<file path="config.mk">
export PLATFORM = sky130hd
export DESIGN_NAME = lidar_clearance_around_vehicle
export DESIGN_NICKNAME = d
export VERILOG_FILES = /design/src/rtl/lcav_pkg.sv /design/src/rtl/lidar_clearance_around_vehicle.sv
export VERILOG_INCLUDE_DIRS = /design/src /design/src/rtl
export SDC_FILE = /design/constraint.sdc
export NUM_CORES = 2
export LEC_CHECK = 0
export ABC_AREA = 1
export BUFFER_PORTS_ARGS = -buffer_cell sky130_fd_sc_hd__buf_2
export CORE_UTILIZATION = 65
export CTS_BUF_LIST = sky130_fd_sc_hd__clkbuf_4
export DETAILED_ROUTE_END_ITERATION = 10
export PLACE_DENSITY_LB_ADDON = 0.12
export SLEW_MARGIN = 20
export SYNTH_ARGS = -nofsm -noshare
export SYNTH_HDL_FRONTEND = slang
export SYNTH_SLANG_ARGS = --single-unit
</file>
<file path="constraint.sdc">
create_clock -name clock -period 6.4 [get_ports clock]
set_clock_uncertainty 0.15 [all_clocks]
set_input_delay 1.28 -clock clock [delete_from_list [all_inputs] [get_ports clock]]
set_output_delay 1.28 -clock clock [all_outputs]
set_load 0.02 [all_outputs]
</file>
<file path="src/rtl/assert_macros.svh">
// ----------------------------------------------------------------------------
// assert_macros.svh
// Concurrent assertion shorthands; define NO_ASSERTIONS to compile them out.
// ----------------------------------------------------------------------------
`ifndef ASSERT_MACROS_SVH
`define ASSERT_MACROS_SVH

`ifndef NO_ASSERTIONS

// cond must hold at every clock edge outside reset
`define AST_ALWAYS(lbl, clk, rst, cond, msg) \
   lbl: assert property (@(posedge clk) disable iff (rst) (cond)) else $error(msg);

// when ante holds, cons must hold at the same edge
`define AST_IMPLIES(lbl, clk, rst, ante, cons, msg) \
   lbl: assert property (@(posedge clk) disable iff (rst) (ante) |-> (cons)) else $error(msg);

`else

`define AST_ALWAYS(lbl, clk, rst, cond, msg)
`define AST_IMPLIES(lbl, clk, rst, ante, cons, msg)

`endif

`endif

</file>
<file path="src/rtl/lcav_pkg.sv">
// ----------------------------------------------------------------------------
// lcav_pkg
// Types, widths and constants of the lidar clearance block.
// ----------------------------------------------------------------------------
package lcav_pkg;

   // field widths
   localparam int CMD_W      = 2;
   localparam int IDX_W      = 10;
   localparam int RANGE_W    = 16;
   localparam int ANG_W      = 16;
   localparam int DIST_W     = 12;
   localparam int OUT_W      = 15;
   localparam int CSR_IDX_W  = 3;
   localparam int CSR_DATA_W = 16;

   // radix-16 shift-add multiplier: 17-bit multiplicand, 20-bit multiplier
   localparam int MUL_A_W     = 17;
   localparam int DIGIT_W     = 4;
   localparam int MUL_DIGITS  = 5;
   localparam int MUL_B_W     = DIGIT_W * MUL_DIGITS;
   localparam int MUL_P_W     = MUL_A_W + MUL_B_W;
   localparam int MUL_SUM_W   = MUL_A_W + DIGIT_W;
   localparam int DIG_CNT_W   = 3;

   // bit-pair square root of a squared distance
   localparam int SQ_W       = 34;
   localparam int ROOT_W     = 17;
   localparam int REM_W      = 18;
   localparam int SQ_STEPS   = 17;
   localparam int SQ_CNT_W   = 5;

   // scan geometry; trig depth is a power of two, so quantising is a mask
   localparam int MAX_SAMPLES      = 1024;
   localparam int TRIG_TABLE_DEPTH = 1024;
   localparam int TRIG_DROP        = ANG_W - $clog2(TRIG_TABLE_DEPTH);
   localparam logic [ANG_W-1:0] ANGLE_MASK = ~((16'd1 << TRIG_DROP) - 16'd1);
   localparam logic [ANG_W-1:0] QUARTER    = 16'd16384;

   // sine polynomial coefficients
   localparam logic [MUL_A_W-1:0] SIN_C1 = 17'd2320;
   localparam logic [MUL_A_W-1:0] SIN_C2 = 17'd21023;
   localparam logic [MUL_A_W-1:0] SIN_C3 = 17'd51472;

   localparam logic [30:0]        ROUND_HALF       = 31'd16384;
   localparam logic [SQ_W-1:0]    AHEAD_DEFAULT_SQ = 34'd100000000;
   localparam logic [RANGE_W-1:0] SIDE_DEFAULT     = 16'd10000;
   localparam logic [OUT_W-1:0]   EMPTY_DEFAULT    = 15'd10000;
   localparam logic [OUT_W-1:0]   OUT_MAX          = 15'd32767;
   localparam logic [RANGE_W-1:0] NO_RETURN        = 16'hFFFF;

   // register reset values
   localparam logic [ANG_W-1:0]  START_RESET  = 16'd0;
   localparam logic [ANG_W-1:0]  STEP_RESET   = 16'd64;
   localparam logic [DIST_W-1:0] OFFSET_RESET = 12'd150;
   localparam logic [DIST_W-1:0] HALF_W_RESET = 12'd400;

   typedef enum logic [CMD_W-1:0] {
      CMD_FRONT = 2'd0,
      CMD_BACK  = 2'd1,
      CMD_END   = 2'd2,
      CMD_NONE  = 2'd3
   } cmd_type;

   typedef enum logic [CSR_IDX_W-1:0] {
      REG_FRONT_START  = 3'd0,
      REG_FRONT_STEP   = 3'd1,
      REG_BACK_START   = 3'd2,
      REG_BACK_STEP    = 3'd3,
      REG_AHEAD_OFFSET = 3'd4,
      REG_HALF_WIDTH   = 3'd5
   } csr_idx_type;

   typedef enum logic [2:0] {
      ST_IDLE,
      ST_MUL,
      ST_POST,
      ST_UPDATE,
      ST_SQRT,
      ST_DONE
   } state_type;

   // product sequence for one sample
   typedef enum logic [3:0] {
      OP_ANGLE,
      OP_SZ2,
      OP_ST1,
      OP_ST2,
      OP_ST3,
      OP_CZ2,
      OP_CT1,
      OP_CT2,
      OP_CT3,
      OP_X,
      OP_Y,
      OP_DX,
      OP_DY
   } op_type;

   // folded argument of the sine polynomial, Q15, up to 32768
   function automatic logic [15:0] sine_z(input logic [ANG_W-1:0] ang);
      logic [14:0] u;
      u = ang[14] ? (15'd16384 - {1'b0, ang[13:0]}) : {1'b0, ang[13:0]};
      return {u, 1'b0};
   endfunction

   function automatic logic [OUT_W-1:0] clamp_q15(input logic [15:0] t);
      return t[15] ? OUT_MAX : t[14:0];
   endfunction

   function automatic logic [OUT_W-1:0] sat_root(input logic [ROOT_W-1:0] r);
      return (r[ROOT_W-1:OUT_W] != '0) ? OUT_MAX : r[OUT_W-1:0];
   endfunction

   function automatic logic [OUT_W-1:0] side_out(input logic [RANGE_W-1:0] a,
                                                 input logic [RANGE_W-1:0] b,
                                                 input logic [DIST_W-1:0]  h);
      logic [RANGE_W-1:0] m;
      logic [RANGE_W-1:0] diff;
      m    = (a < b) ? a : b;
      diff = m - {4'b0, h};
      if (m <= {4'b0, h}) return '0;
      return diff[15] ? OUT_MAX : diff[14:0];
   endfunction

endpackage

</file>
<file path="src/rtl/lidar_clearance_around_vehicle.sv">
// ----------------------------------------------------------------------------
// lidar_clearance_around_vehicle
// Front/back lidar samples to x,y points, minimum clearances per frame.
// ----------------------------------------------------------------------------
//  channel | dir | handshake            | payload
//  req_    | in  | req_valid/req_ready  | cmd, sample_index, range_mm
//  rsp_    | out | rsp_valid/rsp_ready  | front_mm, back_mm, left_mm, right_mm
//  csr_    | in  | csr_wr_en            | csr_index, csr_wdata
//
//  One beat at a time. A sample beside the vehicle runs 11 products on the
//  shared radix-16 multiplier and one ahead of it 12 or 13. An end beat runs two
//  17-step square roots unless a scanner was empty; ignored and no-return
//  samples are taken without leaving idle. Synchronous reset restores the
//  configuration and clears the frame. A waiting result blocks nothing but the
//  next end beat, which holds in its final state until the output register frees.
// ----------------------------------------------------------------------------
`include "assert_macros.svh"

module lidar_clearance_around_vehicle
   import lcav_pkg::*;
(
   input  logic                  clock,
   input  logic                  reset,
   input  logic                  req_valid,
   output logic                  req_ready,
   input  logic [CMD_W-1:0]      req_cmd,
   input  logic [IDX_W-1:0]      req_sample_index,
   input  logic [RANGE_W-1:0]    req_range_mm,
   output logic                  rsp_valid,
   input  logic                  rsp_ready,
   output logic [OUT_W-1:0]      rsp_front_mm,
   output logic [OUT_W-1:0]      rsp_back_mm,
   output logic [OUT_W-1:0]      rsp_left_mm,
   output logic [OUT_W-1:0]      rsp_right_mm,
   input  logic                  csr_wr_en,
   input  logic [CSR_IDX_W-1:0]  csr_index,
   input  logic [CSR_DATA_W-1:0] csr_wdata
);

   state_type state_ff, state_in;
   op_type    op_ff, op_in;

   // configuration
   logic [ANG_W-1:0]  f_start_ff, f_start_in, f_step_ff, f_step_in;
   logic [ANG_W-1:0]  b_start_ff, b_start_in, b_step_ff, b_step_in;
   logic [DIST_W-1:0] offset_ff, offset_in, half_w_ff, half_w_in;

   // frame accumulators
   logic [SQ_W-1:0]    f_ahead_ff, f_ahead_in, b_ahead_ff, b_ahead_in;
   logic [RANGE_W-1:0] f_sneg_ff, f_sneg_in, f_spos_ff, f_spos_in;
   logic [RANGE_W-1:0] b_spos_ff, b_spos_in, b_sneg_ff, b_sneg_in;
   logic               f_seen_ff, f_seen_in, b_seen_ff, b_seen_in;

   // multiplier
   logic [DIG_CNT_W-1:0] dig_ff, dig_in;
   logic [MUL_A_W-1:0]   mul_a_ff, mul_a_in;
   logic [MUL_P_W-1:0]   prod_ff, prod_in;
   logic [MUL_SUM_W-1:0] mul_sum;

   // per-sample working registers
   logic               back_ff, back_in;
   logic [RANGE_W-1:0] range_ff, range_in;
   logic [ANG_W-1:0]   ang_ff, ang_in;
   logic [15:0]        z_ff, z_in, z2_ff, z2_in;
   logic [OUT_W-1:0]   s_mag_ff, s_mag_in;
   logic               s_neg_ff, s_neg_in, c_neg_ff, c_neg_in;
   logic [RANGE_W-1:0] x_mag_ff, x_mag_in, y_mag_ff, y_mag_in;
   logic [SQ_W-1:0]    d_ff, d_in;

   // square root
   logic [SQ_W-1:0]     sq_v_ff, sq_v_in;
   logic [REM_W-1:0]    sq_rem_ff, sq_rem_in;
   logic [ROOT_W-1:0]   sq_root_ff, sq_root_in;
   logic [SQ_CNT_W-1:0] sq_cnt_ff, sq_cnt_in;
   logic                sq_back_ff, sq_back_in;
   logic [OUT_W-1:0]    front_root_ff, front_root_in;
   logic                empty_ff, empty_in;
   logic [REM_W+1:0]    sq_cat, sq_trial, sq_diff;
   logic                sq_ge;
   logic [REM_W-1:0]    sq_rem_nx;
   logic [ROOT_W-1:0]   sq_root_nx;

   // result register
   logic             rsp_valid_ff, rsp_valid_in;
   logic [OUT_W-1:0] rsp_front_ff, rsp_front_in, rsp_back_ff, rsp_back_in;
   logic [OUT_W-1:0] rsp_left_ff, rsp_left_in, rsp_right_ff, rsp_right_in;

   // shared decode
   logic               req_fire, idx_ok, mul_last, sq_last, out_free;
   logic               x_gt, y_neg, ay_gt_h;
   logic [15:0]        trig_t, scaled;
   logic [30:0]        round_sum;
   logic [ANG_W-1:0]   ang_q, cos_ang;
   logic [RANGE_W-1:0] o_ext, h_ext, dx, dy;
   logic [OUT_W-1:0]   t_clamp;

   assign req_fire  = req_valid && req_ready;
   assign idx_ok    = int'(req_sample_index) < MAX_SAMPLES;
   assign mul_last  = dig_ff == DIG_CNT_W'(MUL_DIGITS - 1);
   assign sq_last   = sq_cnt_ff == SQ_CNT_W'(SQ_STEPS - 1);
   assign out_free  = !rsp_valid_ff || rsp_ready;

   assign o_ext     = {4'b0, offset_ff};
   assign h_ext     = {4'b0, half_w_ff};
   // x sign is the cosine sign; a zero magnitude never passes the compare
   assign x_gt      = !c_neg_ff && (x_mag_ff > o_ext);
   assign y_neg     = s_neg_ff && (y_mag_ff != '0);
   assign ay_gt_h   = y_mag_ff > h_ext;
   assign dx        = x_mag_ff - o_ext;
   assign dy        = y_mag_ff - h_ext;

   // products other than the corner squares stay below 2^31
   assign trig_t    = prod_ff[30:15];
   assign t_clamp   = clamp_q15(trig_t);
   assign round_sum = prod_ff[30:0] + ROUND_HALF;
   assign scaled    = round_sum[30:15];
   assign ang_q     = ((back_ff ? b_start_ff : f_start_ff) + prod_ff[15:0]) & ANGLE_MASK;
   assign cos_ang   = ang_ff + QUARTER;

   // one radix-16 digit of the multiplier per cycle, low digit first
   assign mul_sum   = {{DIGIT_W{1'b0}}, prod_ff[MUL_P_W-1:MUL_B_W]}
                    + MUL_SUM_W'(mul_a_ff) * MUL_SUM_W'(prod_ff[DIGIT_W-1:0]);

   // two bits of the radicand per cycle
   assign sq_cat     = {sq_rem_ff, sq_v_ff[SQ_W-1:SQ_W-2]};
   assign sq_trial   = {1'b0, sq_root_ff, 2'b01};
   assign sq_ge      = sq_cat >= sq_trial;
   assign sq_diff    = sq_cat - sq_trial;
   assign sq_rem_nx  = sq_ge ? sq_diff[REM_W-1:0] : sq_cat[REM_W-1:0];
   assign sq_root_nx = {sq_root_ff[ROOT_W-2:0], sq_ge};

   // ---------------------------------------------------------------- next state
   always_comb begin
      state_in = state_ff;
      case (state_ff)
         ST_IDLE: begin
            if (req_fire) begin
               case (cmd_type'(req_cmd))
                  CMD_FRONT, CMD_BACK: begin
                     if (idx_ok && req_range_mm != NO_RETURN) state_in = ST_MUL;
                  end
                  CMD_END: begin
                     state_in = (f_seen_ff && b_seen_ff) ? ST_SQRT : ST_DONE;
                  end
                  default: state_in = ST_IDLE;
               endcase
            end
         end
         ST_MUL: begin
            if (mul_last) state_in = ST_POST;
         end
         ST_POST: begin
            case (op_ff)
               OP_Y:    state_in = x_gt ? ST_MUL : ST_UPDATE;
               OP_DX:   state_in = ay_gt_h ? ST_MUL : ST_UPDATE;
               OP_DY:   state_in = ST_UPDATE;
               default: state_in = ST_MUL;
            endcase
         end
         ST_UPDATE: state_in = ST_IDLE;
         ST_SQRT: begin
            if (sq_last && sq_back_ff) state_in = ST_DONE;
         end
         ST_DONE: begin
            if (out_free) state_in = ST_IDLE;
         end
         default: state_in = ST_IDLE;
      endcase
   end

   // ---------------------------------------------------------------- handshake outputs
   always_comb begin
      req_ready    = state_ff == ST_IDLE;
      rsp_valid    = rsp_valid_ff;
      rsp_front_mm = rsp_front_ff;
      rsp_back_mm  = rsp_back_ff;
      rsp_left_mm  = rsp_left_ff;
      rsp_right_mm = rsp_right_ff;
   end

   // ---------------------------------------------------------------- configuration
   always_comb begin
      f_start_in = f_start_ff;
      f_step_in  = f_step_ff;
      b_start_in = b_start_ff;
      b_step_in  = b_step_ff;
      offset_in  = offset_ff;
      half_w_in  = half_w_ff;
      if (csr_wr_en) begin
         case (csr_idx_type'(csr_index))
            REG_FRONT_START:  f_start_in = csr_wdata;
            REG_FRONT_STEP:   f_step_in  = csr_wdata;
            REG_BACK_START:   b_start_in = csr_wdata;
            REG_BACK_STEP:    b_step_in  = csr_wdata;
            REG_AHEAD_OFFSET: offset_in  = csr_wdata[DIST_W-1:0];
            REG_HALF_WIDTH:   half_w_in  = csr_wdata[DIST_W-1:0];
            default: ;
         endcase
      end
   end

   // ---------------------------------------------------------------- datapath
   always_comb begin
      op_in         = op_ff;
      dig_in        = dig_ff;
      mul_a_in      = mul_a_ff;
      prod_in       = prod_ff;
      back_in       = back_ff;
      range_in      = range_ff;
      ang_in        = ang_ff;
      z_in          = z_ff;
      z2_in         = z2_ff;
      s_mag_in      = s_mag_ff;
      s_neg_in      = s_neg_ff;
      c_neg_in      = c_neg_ff;
      x_mag_in      = x_mag_ff;
      y_mag_in      = y_mag_ff;
      d_in          = d_ff;
      f_ahead_in    = f_ahead_ff;
      b_ahead_in    = b_ahead_ff;
      f_sneg_in     = f_sneg_ff;
      f_spos_in     = f_spos_ff;
      b_spos_in     = b_spos_ff;
      b_sneg_in     = b_sneg_ff;
      f_seen_in     = f_seen_ff;
      b_seen_in     = b_seen_ff;
      sq_v_in       = sq_v_ff;
      sq_rem_in     = sq_rem_ff;
      sq_root_in    = sq_root_ff;
      sq_cnt_in     = sq_cnt_ff;
      sq_back_in    = sq_back_ff;
      front_root_in = front_root_ff;
      empty_in      = empty_ff;
      rsp_valid_in  = rsp_valid_ff && !rsp_ready;
      rsp_front_in  = rsp_front_ff;
      rsp_back_in   = rsp_back_ff;
      rsp_left_in   = rsp_left_ff;
      rsp_right_in  = rsp_right_ff;

      case (state_ff)
         ST_IDLE: begin
            if (req_fire) begin
               case (cmd_type'(req_cmd))
                  CMD_FRONT, CMD_BACK: begin
                     if (idx_ok) begin
                        if (req_cmd == CMD_BACK) b_seen_in = 1'b1;
                        else                     f_seen_in = 1'b1;
                     end
                     back_in  = req_cmd == CMD_BACK;
                     range_in = req_range_mm;
                     op_in    = OP_ANGLE;
                     dig_in   = '0;
                     mul_a_in = {1'b0, (req_cmd == CMD_BACK) ? b_step_ff : f_step_ff};
                     prod_in  = {{MUL_A_W{1'b0}}, {(MUL_B_W-IDX_W){1'b0}}, req_sample_index};
                  end
                  CMD_END: begin
                     empty_in   = !(f_seen_ff && b_seen_ff);
                     sq_v_in    = f_ahead_ff;
                     sq_rem_in  = '0;
                     sq_root_in = '0;
                     sq_cnt_in  = '0;
                     sq_back_in = 1'b0;
                  end
                  default: ;
               endcase
            end
         end

         ST_MUL: begin
            prod_in = {mul_sum, prod_ff[MUL_B_W-1:DIGIT_W]};
            dig_in  = mul_last ? '0 : dig_ff + 1'b1;
         end

         ST_POST: begin
            case (op_ff)
               OP_ANGLE: begin
                  ang_in   = ang_q;
                  z_in     = sine_z(ang_q);
                  mul_a_in = {1'b0, sine_z(ang_q)};
                  prod_in  = {{MUL_A_W{1'b0}}, 4'b0, sine_z(ang_q)};
                  op_in    = OP_SZ2;
               end
               OP_SZ2, OP_CZ2: begin
                  z2_in    = trig_t;
                  mul_a_in = SIN_C1;
                  prod_in  = {{MUL_A_W{1'b0}}, 4'b0, trig_t};
                  op_in    = (op_ff == OP_SZ2) ? OP_ST1 : OP_CT1;
               end
               OP_ST1, OP_CT1: begin
                  mul_a_in = SIN_C2 - {1'b0, trig_t};
                  prod_in  = {{MUL_A_W{1'b0}}, 4'b0, z2_ff};
                  op_in    = (op_ff == OP_ST1) ? OP_ST2 : OP_CT2;
               end
               OP_ST2, OP_CT2: begin
                  mul_a_in = SIN_C3 - {1'b0, trig_t};
                  prod_in  = {{MUL_A_W{1'b0}}, 4'b0, z_ff};
                  op_in    = (op_ff == OP_ST2) ? OP_ST3 : OP_CT3;
               end
               OP_ST3: begin
                  s_mag_in = t_clamp;
                  s_neg_in = ang_ff[ANG_W-1];
                  z_in     = sine_z(cos_ang);
                  mul_a_in = {1'b0, sine_z(cos_ang)};
                  prod_in  = {{MUL_A_W{1'b0}}, 4'b0, sine_z(cos_ang)};
                  op_in    = OP_CZ2;
               end
               OP_CT3: begin
                  c_neg_in = cos_ang[ANG_W-1];
                  mul_a_in = {2'b0, t_clamp};
                  prod_in  = {{MUL_A_W{1'b0}}, 4'b0, range_ff};
                  op_in    = OP_X;
               end
               OP_X: begin
                  x_mag_in = scaled;
                  mul_a_in = {2'b0, s_mag_ff};
                  prod_in  = {{MUL_A_W{1'b0}}, 4'b0, range_ff};
                  op_in    = OP_Y;
               end
               OP_Y: begin
                  y_mag_in = scaled;
                  mul_a_in = {1'b0, dx};
                  prod_in  = {{MUL_A_W{1'b0}}, 4'b0, dx};
                  op_in    = OP_DX;
               end
               OP_DX: begin
                  d_in     = prod_ff[SQ_W-1:0];
                  mul_a_in = {1'b0, dy};
                  prod_in  = {{MUL_A_W{1'b0}}, 4'b0, dy};
                  op_in    = OP_DY;
               end
               OP_DY: begin
                  d_in = d_ff + prod_ff[SQ_W-1:0];
               end
               default: ;
            endcase
         end

         ST_UPDATE: begin
            if (x_gt) begin
               if (back_ff) begin
                  if (d_ff < b_ahead_ff) b_ahead_in = d_ff;
               end else begin
                  if (d_ff < f_ahead_ff) f_ahead_in = d_ff;
               end
            end else if (!back_ff) begin
               // y <= -h, counting y = 0 when h = 0
               if (((y_neg && y_mag_ff >= h_ext) || (y_mag_ff == '0 && h_ext == '0))
                   && y_mag_ff < f_sneg_ff) f_sneg_in = y_mag_ff;
               if (!y_neg && ay_gt_h && y_mag_ff < f_spos_ff) f_spos_in = y_mag_ff;
            end else begin
               if (!y_neg && y_mag_ff >= h_ext && y_mag_ff < b_spos_ff) b_spos_in = y_mag_ff;
               if (y_neg && ay_gt_h && y_mag_ff < b_sneg_ff) b_sneg_in = y_mag_ff;
            end
         end

         ST_SQRT: begin
            sq_v_in    = {sq_v_ff[SQ_W-3:0], 2'b00};
            sq_rem_in  = sq_rem_nx;
            sq_root_in = sq_root_nx;
            sq_cnt_in  = sq_cnt_ff + 1'b1;
            if (sq_last && !sq_back_ff) begin
               front_root_in = sat_root(sq_root_nx);
               sq_v_in       = b_ahead_ff;
               sq_rem_in     = '0;
               sq_root_in    = '0;
               sq_cnt_in     = '0;
               sq_back_in    = 1'b1;
            end
         end

         ST_DONE: begin
            if (out_free) begin
               rsp_valid_in = 1'b1;
               if (empty_ff) begin
                  rsp_front_in = EMPTY_DEFAULT;
                  rsp_back_in  = EMPTY_DEFAULT;
                  rsp_left_in  = EMPTY_DEFAULT;
                  rsp_right_in = EMPTY_DEFAULT;
               end else begin
                  rsp_front_in = front_root_ff;
                  rsp_back_in  = sat_root(sq_root_ff);
                  rsp_left_in  = side_out(f_spos_ff, b_sneg_ff, half_w_ff);
                  rsp_right_in = side_out(f_sneg_ff, b_spos_ff, half_w_ff);
               end
               f_ahead_in = AHEAD_DEFAULT_SQ;
               b_ahead_in = AHEAD_DEFAULT_SQ;
               f_sneg_in  = SIDE_DEFAULT;
               f_spos_in  = SIDE_DEFAULT;
               b_spos_in  = SIDE_DEFAULT;
               b_sneg_in  = SIDE_DEFAULT;
               f_seen_in  = 1'b0;
               b_seen_in  = 1'b0;
            end
         end

         default: ;
      endcase
   end

   // ---------------------------------------------------------------- registers
   always_ff @(posedge clock) begin
      if (reset) begin
         state_ff     <= ST_IDLE;
         op_ff        <= OP_ANGLE;
         dig_ff       <= '0;
         sq_cnt_ff    <= '0;
         sq_back_ff   <= 1'b0;
         empty_ff     <= 1'b0;
         rsp_valid_ff <= 1'b0;
         f_start_ff   <= START_RESET;
         f_step_ff    <= STEP_RESET;
         b_start_ff   <= START_RESET;
         b_step_ff    <= STEP_RESET;
         offset_ff    <= OFFSET_RESET;
         half_w_ff    <= HALF_W_RESET;
         f_ahead_ff   <= AHEAD_DEFAULT_SQ;
         b_ahead_ff   <= AHEAD_DEFAULT_SQ;
         f_sneg_ff    <= SIDE_DEFAULT;
         f_spos_ff    <= SIDE_DEFAULT;
         b_spos_ff    <= SIDE_DEFAULT;
         b_sneg_ff    <= SIDE_DEFAULT;
         f_seen_ff    <= 1'b0;
         b_seen_ff    <= 1'b0;
      end else begin
         state_ff     <= state_in;
         op_ff        <= op_in;
         dig_ff       <= dig_in;
         sq_cnt_ff    <= sq_cnt_in;
         sq_back_ff   <= sq_back_in;
         empty_ff     <= empty_in;
         rsp_valid_ff <= rsp_valid_in;
         f_start_ff   <= f_start_in;
         f_step_ff    <= f_step_in;
         b_start_ff   <= b_start_in;
         b_step_ff    <= b_step_in;
         offset_ff    <= offset_in;
         half_w_ff    <= half_w_in;
         f_ahead_ff   <= f_ahead_in;
         b_ahead_ff   <= b_ahead_in;
         f_sneg_ff    <= f_sneg_in;
         f_spos_ff    <= f_spos_in;
         b_spos_ff    <= b_spos_in;
         b_sneg_ff    <= b_sneg_in;
         f_seen_ff    <= f_seen_in;
         b_seen_ff    <= b_seen_in;
      end
   end

   always_ff @(posedge clock) begin
      mul_a_ff      <= mul_a_in;
      prod_ff       <= prod_in;
      back_ff       <= back_in;
      range_ff      <= range_in;
      ang_ff        <= ang_in;
      z_ff          <= z_in;
      z2_ff         <= z2_in;
      s_mag_ff      <= s_mag_in;
      s_neg_ff      <= s_neg_in;
      c_neg_ff      <= c_neg_in;
      x_mag_ff      <= x_mag_in;
      y_mag_ff      <= y_mag_in;
      d_ff          <= d_in;
      sq_v_ff       <= sq_v_in;
      sq_rem_ff     <= sq_rem_in;
      sq_root_ff    <= sq_root_in;
      front_root_ff <= front_root_in;
      rsp_front_ff  <= rsp_front_in;
      rsp_back_ff   <= rsp_back_in;
      rsp_left_ff   <= rsp_left_in;
      rsp_right_ff  <= rsp_right_in;
   end

   // ---------------------------------------------------------------- assertions
   `AST_IMPLIES(a_rsp_from_done, clock, reset, $rose(rsp_valid_ff), $past(state_ff) == ST_DONE, "result beat raised outside the end state")
   `AST_ALWAYS(a_side_bound, clock, reset, f_sneg_ff <= SIDE_DEFAULT && f_spos_ff <= SIDE_DEFAULT && b_spos_ff <= SIDE_DEFAULT && b_sneg_ff <= SIDE_DEFAULT, "side minimum above its default")
   `AST_ALWAYS(a_ahead_bound, clock, reset, f_ahead_ff <= AHEAD_DEFAULT_SQ && b_ahead_ff <= AHEAD_DEFAULT_SQ, "ahead minimum above its default")
   `AST_IMPLIES(a_dy_needs_side, clock, reset, state_ff == ST_MUL && op_ff == OP_DY, ay_gt_h, "corner product started inside the half width")

endmodule
</file>
After elaboration in Yosys (flattened, before gate mapping)
Cells that the tools add are included.
{"block": "classes", "n_addsub": 16, "n_mul": 1, "magnitude_cmp": 14, "eq_ne": 49, "muxes": 112, "n_reduce_logical": 79}
{"operator": "34-bit two-way mux", "count": 10}
{"operator": "37-bit one-hot mux with 8 select lines", "count": 1}
{"operator": "16-bit two-way mux", "count": 17}
{"operator": "34-bit one-hot mux with 2 select lines", "count": 4}
{"operator": "16-bit one-hot mux with 2 select lines", "count": 5}
{"operator": "17-bit one-hot mux with 9 select lines", "count": 1}
{"operator": "15-bit two-way mux", "count": 10}
{"operator": "37-bit one-hot mux with 3 select lines", "count": 1}
{"operator": "16-bit < comparator", "count": 6}
{"operator": "17-bit two-way mux", "count": 5}
{"operator": "37-bit two-way mux", "count": 2}
{"operator": "18-bit two-way mux", "count": 4}
{"operator": "34-bit < comparator", "count": 2}
{"operator": "17-bit one-hot mux with 2 select lines", "count": 2}
{"operator": "16-bit by 12-bit subtractor with 16-bit output", "count": 4}
{"operator": "5-bit AND reduction", "count": 9}
{"operator": "18-bit one-hot mux with 2 select lines", "count": 1}
{"operator": "4-bit one-hot mux with 9 select lines", "count": 1}
{"operator": "34-bit adder", "count": 1}
{"operator": "16-bit by 12-bit greater-than comparator with 1-bit output", "count": 2}
{"operator": "16-bit by 12-bit less-or-equal comparator with 1-bit output", "count": 2}
{"operator": "16-bit zero test", "count": 2}
{"operator": "2-bit AND reduction", "count": 16}
{"operator": "31-bit by 15-bit adder with 31-bit output, second input constant", "count": 1}
{"operator": "other kinds (51)", "count": 162}
{"block": "totals", "regBits": 580, "input_bits": 52, "out_inout_bits": 62, "word_cells": 314}

Logic depth before layout (Yosys ltp)
{"block": "logic_depth", "depth_word": 9, "depth_mapped": 28}

Least setup slack after synthesis
OpenSTA, ideal clock, no wires.
{"block": "synth_path", "path_kind": "input port to flip-flop", "start": "input port req_cmd[1]", "end": "register prod_ff[0] (enable)", "setup_time_ns": 0.487, "arrival_ns": 4.382, "t_required_ns": 5.763, "path_slack_ns": 1.381, "cell_stages": 5, "path_buffers": 0, "path_cell_list": "inv_1 -> nor2_1 -> nor2_1 -> inv_1 -> a211oi_1"}
{"block": "synth_between", "elab_chain_len": 4, "word_cells_on_any_way": 5}
{"element": "start, declared", "line_no": "lidar_clearance_around_vehicle.sv:26", "rtl": "input logic [CMD_W-1:0] req_cmd,"}
{"element": "2-bit by 1-bit equality test with 1-bit output or 2-bit zero test (tied branches)", "line_no": "lidar_clearance_around_vehicle.sv:243", "rtl": "case (cmd_type'(req_cmd))"}
{"element": "2-bit OR reduction (*)", "line_no": "lidar_clearance_around_vehicle.sv:243"}
{"element": "2-bit by 1-bit inequality test with 1-bit output (no line) (*)"}
{"element": "4-bit AND reduction (no line) (*)"}
{"element": "end signal, assigned", "line_no": "lidar_clearance_around_vehicle.sv:451", "rtl": "prod_ff <= prod_in;"}
{"element": "end, declared", "line_no": "lidar_clearance_around_vehicle.sv:57", "rtl": "logic [MUL_P_W-1:0] prod_ff, prod_in;"}
Every way passes the cells marked *; elsewhere a longest branch is shown, timed or not.
A chain may end at the register's enable or synchronous reset.

Worst setup path after layout
{"block": "layout_path", "start": "register prod_ff[3]", "end": "register prod_ff[36], data pin"}
{"block": "layout_between", "elab_chain_len": 3}
{"element": "17-bit by 4-bit multiplier with 21-bit output", "line_no": "lidar_clearance_around_vehicle.sv:122", "rtl": "+ MUL_SUM_W'(mul_a_ff) * MUL_SUM_W'(prod_ff[DIGIT_W-1:0]);"}
{"element": "17-bit by 21-bit adder with 21-bit output", "line_no": "lidar_clearance_around_vehicle.sv:122"}
{"element": "37-bit one-hot mux with 3 select lines", "line_no": "lidar_clearance_around_vehicle.sv:240", "rtl": "case (state_ff)"}
{"element": "via prod_in[36]", "line_no": "lidar_clearance_around_vehicle.sv:57"}
The timed path passes the listed nets, and every way through them passes these cells.

==> summary.txt <==
Layout
  – Synthesis-to-layout area growth: 8.31%
  – Layout fillers: around 4.7k
  – Share of post-route cells with drive strength above 1: 10.3%
  – Cell area after layout: between 40000 and 50000 sq um
  – Layout net count: 5323

GRT
  – Overflow after GRT: 0
  – Vias in the first global route: 32.2k
  – Global-route wire length before repair: ~180000 um
  – Initial antenna violation count: 2
  – Largest net degree at the start of global routing: 144
  – All-Layer GR Usage: 38.7%

Detailed routing
  – DRT Pass-1 Iters: 6
  – Routed WL per cell: 19.6 um
  – Initial DRC Count: 3177
  – Remaining antenna violation count: 0
  – DRC errors left: 0
  – Via Count: ~34k
  – Drt total wl: around 110000 um
  – Via density: a little under 6

Place
  – IO Port Bufs: 113
  – Placed cell area: 38700 sq um
  – RePlAce Congestion: 1.05
  – Hpwl dp: ~84000 um

Synthesis
  – Mean Syn Cell Area: 7.89 sq um
  – Async S/R FF share, synth: 0%
  – Cell variety after synth: between 60 and 70
  – Main synth FF type: edfxtp_1
  – Yosys Warn Count: 0
  – Post-synth EDFFs: 333
  – Cell Area, Synth: 37500 sq um
  – Seq/Total Area, Yosys: approximately two fifths
  – Synthesized netlist cell count: 4753
  – Syn nets: approximately 5.2k
  – #FFs+latches synth: 573

STA
  – Unrepaired setup endpoints after global routing: false
  – Final slew viol count: 0
  – Worst slew pin tran: 1.23 ns
  – Max-slew headroom: 17.4%
  – Final Cycle Share: 74.4%
  – # setup viols final: 0
  – Fin. Hold Viols: 0
  – Tmin final: between 4 and 5 ns
  – Total negative setup slack: 0 ns
  – Fmax: 0.210 GHz

Floorplan
  – Cell Rows: 87
  – Initial Util: 66.1%
  – Die Ht: 242 um
  – Die ar.: roughly 59000 sq um
  – Placeable core region: 56700 sq um
  – IO Count: 114
  – Die X-Extent: 242 um

Clock network
  – H-Tree Depth: 4
  – Total CTS buffers: ~150
  – Hold-fix buffers, CTS: 0
  – CTS tree: yes
  – Post-CTS setup buffers: 0
  – # resized after CTS: 0
  – CTS Buffer Depth: 3
  – Clock-pin slew on the worst setup and hold paths: 0.07 ns
  – Clk sink count: 573
  – Skew-Pair Late Insertion Delay: approximately 1.0 ns
  – Clock root buffer: clkbuf_4

Power and ir drop
  – Static leakage: 0.0188 uW
  – Power Dens Cells: 506 nW/um^2
  – Max VDD drop: around 0.6 mV

Worst setup path
  – Worst Path Max Fanout: 20
  – Reg2reg start: prod_ff[3]
  – Kind of critical path: reg -> reg
  – WP data required: 6.98 ns
  – Crit path launch type: flop
  – CP endpoint kind: flop
  – Worst setup path startpoint: prod_ff[3]
  – Arr. time, crit path: ~5.4 ns

Flow run
  – Reported max-cap violation count: 0

Outcome
  – Outcome: finished, final reports clean

Hold path
  – Worst min-delay path category: in -> reg
  – Worst min-delay path startpoint: req_range_mm[13]
-- registers in the layout, indices dropped and copies added (netlist names), 17 cells and up --
signal      flops
prod_ff        37
sq_rem_ff      18
b_ahead_ff     34
d_ff           34
mul_a_ff       17
f_ahead_ff     34
sq_v_ff        34
sq_root_ff     17
-- cells in the mapped netlist (all sizes together), types with 30 or more instances --
library cell / instances / area (sq um)
xnor2: 30 / 263
o221ai: 36 / 315
o21ai: 368 / 1840
inv: 665 / 2510
fa: 51 / 1020
dfxtp: 240 / 4800
nand3: 258 / 1330
buf: 42 / 300
clkbuf: 106 / 398
xor2: 54 / 499
o211ai: 50 / 375
edfxtp: 333 / 10000
a21oi: 425 / 2170
nor2: 427 / 1650
ha: 310 / 3880
or2: 33 / 206
nand2: 1035 / 3970
nand4: 51 / 325
nor3: 61 / 340
-- worst max-delay path: stages (launching register included) --
cell	delay (ns)
edfxtp_1	0.82
nand2_1	0.18
fa_1	0.54
fa_1	0.51
fa_1	0.51
inv_1	0.04
ha_1	0.34
a21oi_1	0.18
o21ai_0	0.16
a211o_1	0.34
nand2_1	0.07
nand2_1	0.08
a21oi_1	0.26
o21bai_1	0.12
xor2_1	0.13
nor2_1	0.05
-- metal layers --
metal  GRT usage (%)  wire length, um  vias to the layer above
li1                -                -                    16400
met1            51.2            46300                    15900
met2            60.2            50100                     1636
met3            8.28            11100                      294
met4            19.4             5680                        0
met5               0                0                        -
-- power by group --
| group | internal (uW) | leakage (uW) | switching, uW |
|---|---|---|---|
| registers | 4930 | 0.00500 | 752 |
| clock network | 1720 | 0.00114 | 1570 |
| logic | 3960 | 0.0126 | 7630 |
-- per-stage QoR --
stage          util, %  worst slack, ns  instances  total power [uW]  hold slack [ns]
2_1_floorplan        -             1.38       4753             14300            0.274
3_5_place_dp      68.2             1.67       5512             17100            0.290
3_3_place_gp      68.2             1.75       5512             16800            0.287
4_1_cts           71.6             1.66       5771             20400            0.217
6_report          71.6             1.64       5779             20600            0.275
5_1_grt           71.6             1.29       5774             22400            0.234
-- final cells by class --
type                    count  area [sq um]  area share [%]
repair buffers            151           863            2.13
clock buffers             225          1690            4.16
well taps                 756           946            2.33
clock inverters            34           236           0.582
diodes                      8          20.0          0.0493
inverters                 673          2540            6.25
flip-flops and latches    573         14800            36.4
multi-input cells        3359         19500            48.1
-- logic make-up (layout without fill, tap and decap cells) --
group,Yosys count,count (layout),share of synthesized area [%]
adder cells (fa/ha/maj),361,361,13.1
XOR/XNOR,84,84,2.03
AO/OA/AOI/OAI,1015,1015,15.3
buffers and inverters,821,1083,8.62
AND/OR/NAND/NOR,1899,1899,21.5
flip-flops,573,573,39.5
other,0,8,0
-- cell usage in the layout, fill, tap and decap left out, drive strengths merged, types with 18 or more instances in the layout --
master | netlist | routed
inv | 665 | 668
edfxtp | 333 | 333
dfxtp | 240 | 240
fa | 51 | 51
nand2 | 1035 | 1035
xor2 | 54 | 54
nand4 | 51 | 51
o211ai | 50 | 50
a221oi | 18 | 18
buf | 42 | 151
clkbuf | 106 | 225
nor3 | 61 | 61
nor2 | 427 | 427
o21ai | 368 | 368
ha | 310 | 310
clkinv | 8 | 34
xnor2 | 30 | 30
or2 | 33 | 33
nand3 | 258 | 258
a21oi | 425 | 425
o221ai | 36 | 36
-- final timing paths --
path              cells after the start  slack [ns]            to
setup / recovery                     15        1.64   prod_ff[36]
hold / removal                        1        0.28  range_ff[13]
setup reg to reg                     15        1.64   prod_ff[36]
hold reg to reg                       2        0.30     b_seen_ff
Note: power is estimated with default switching activity, not from simulation.
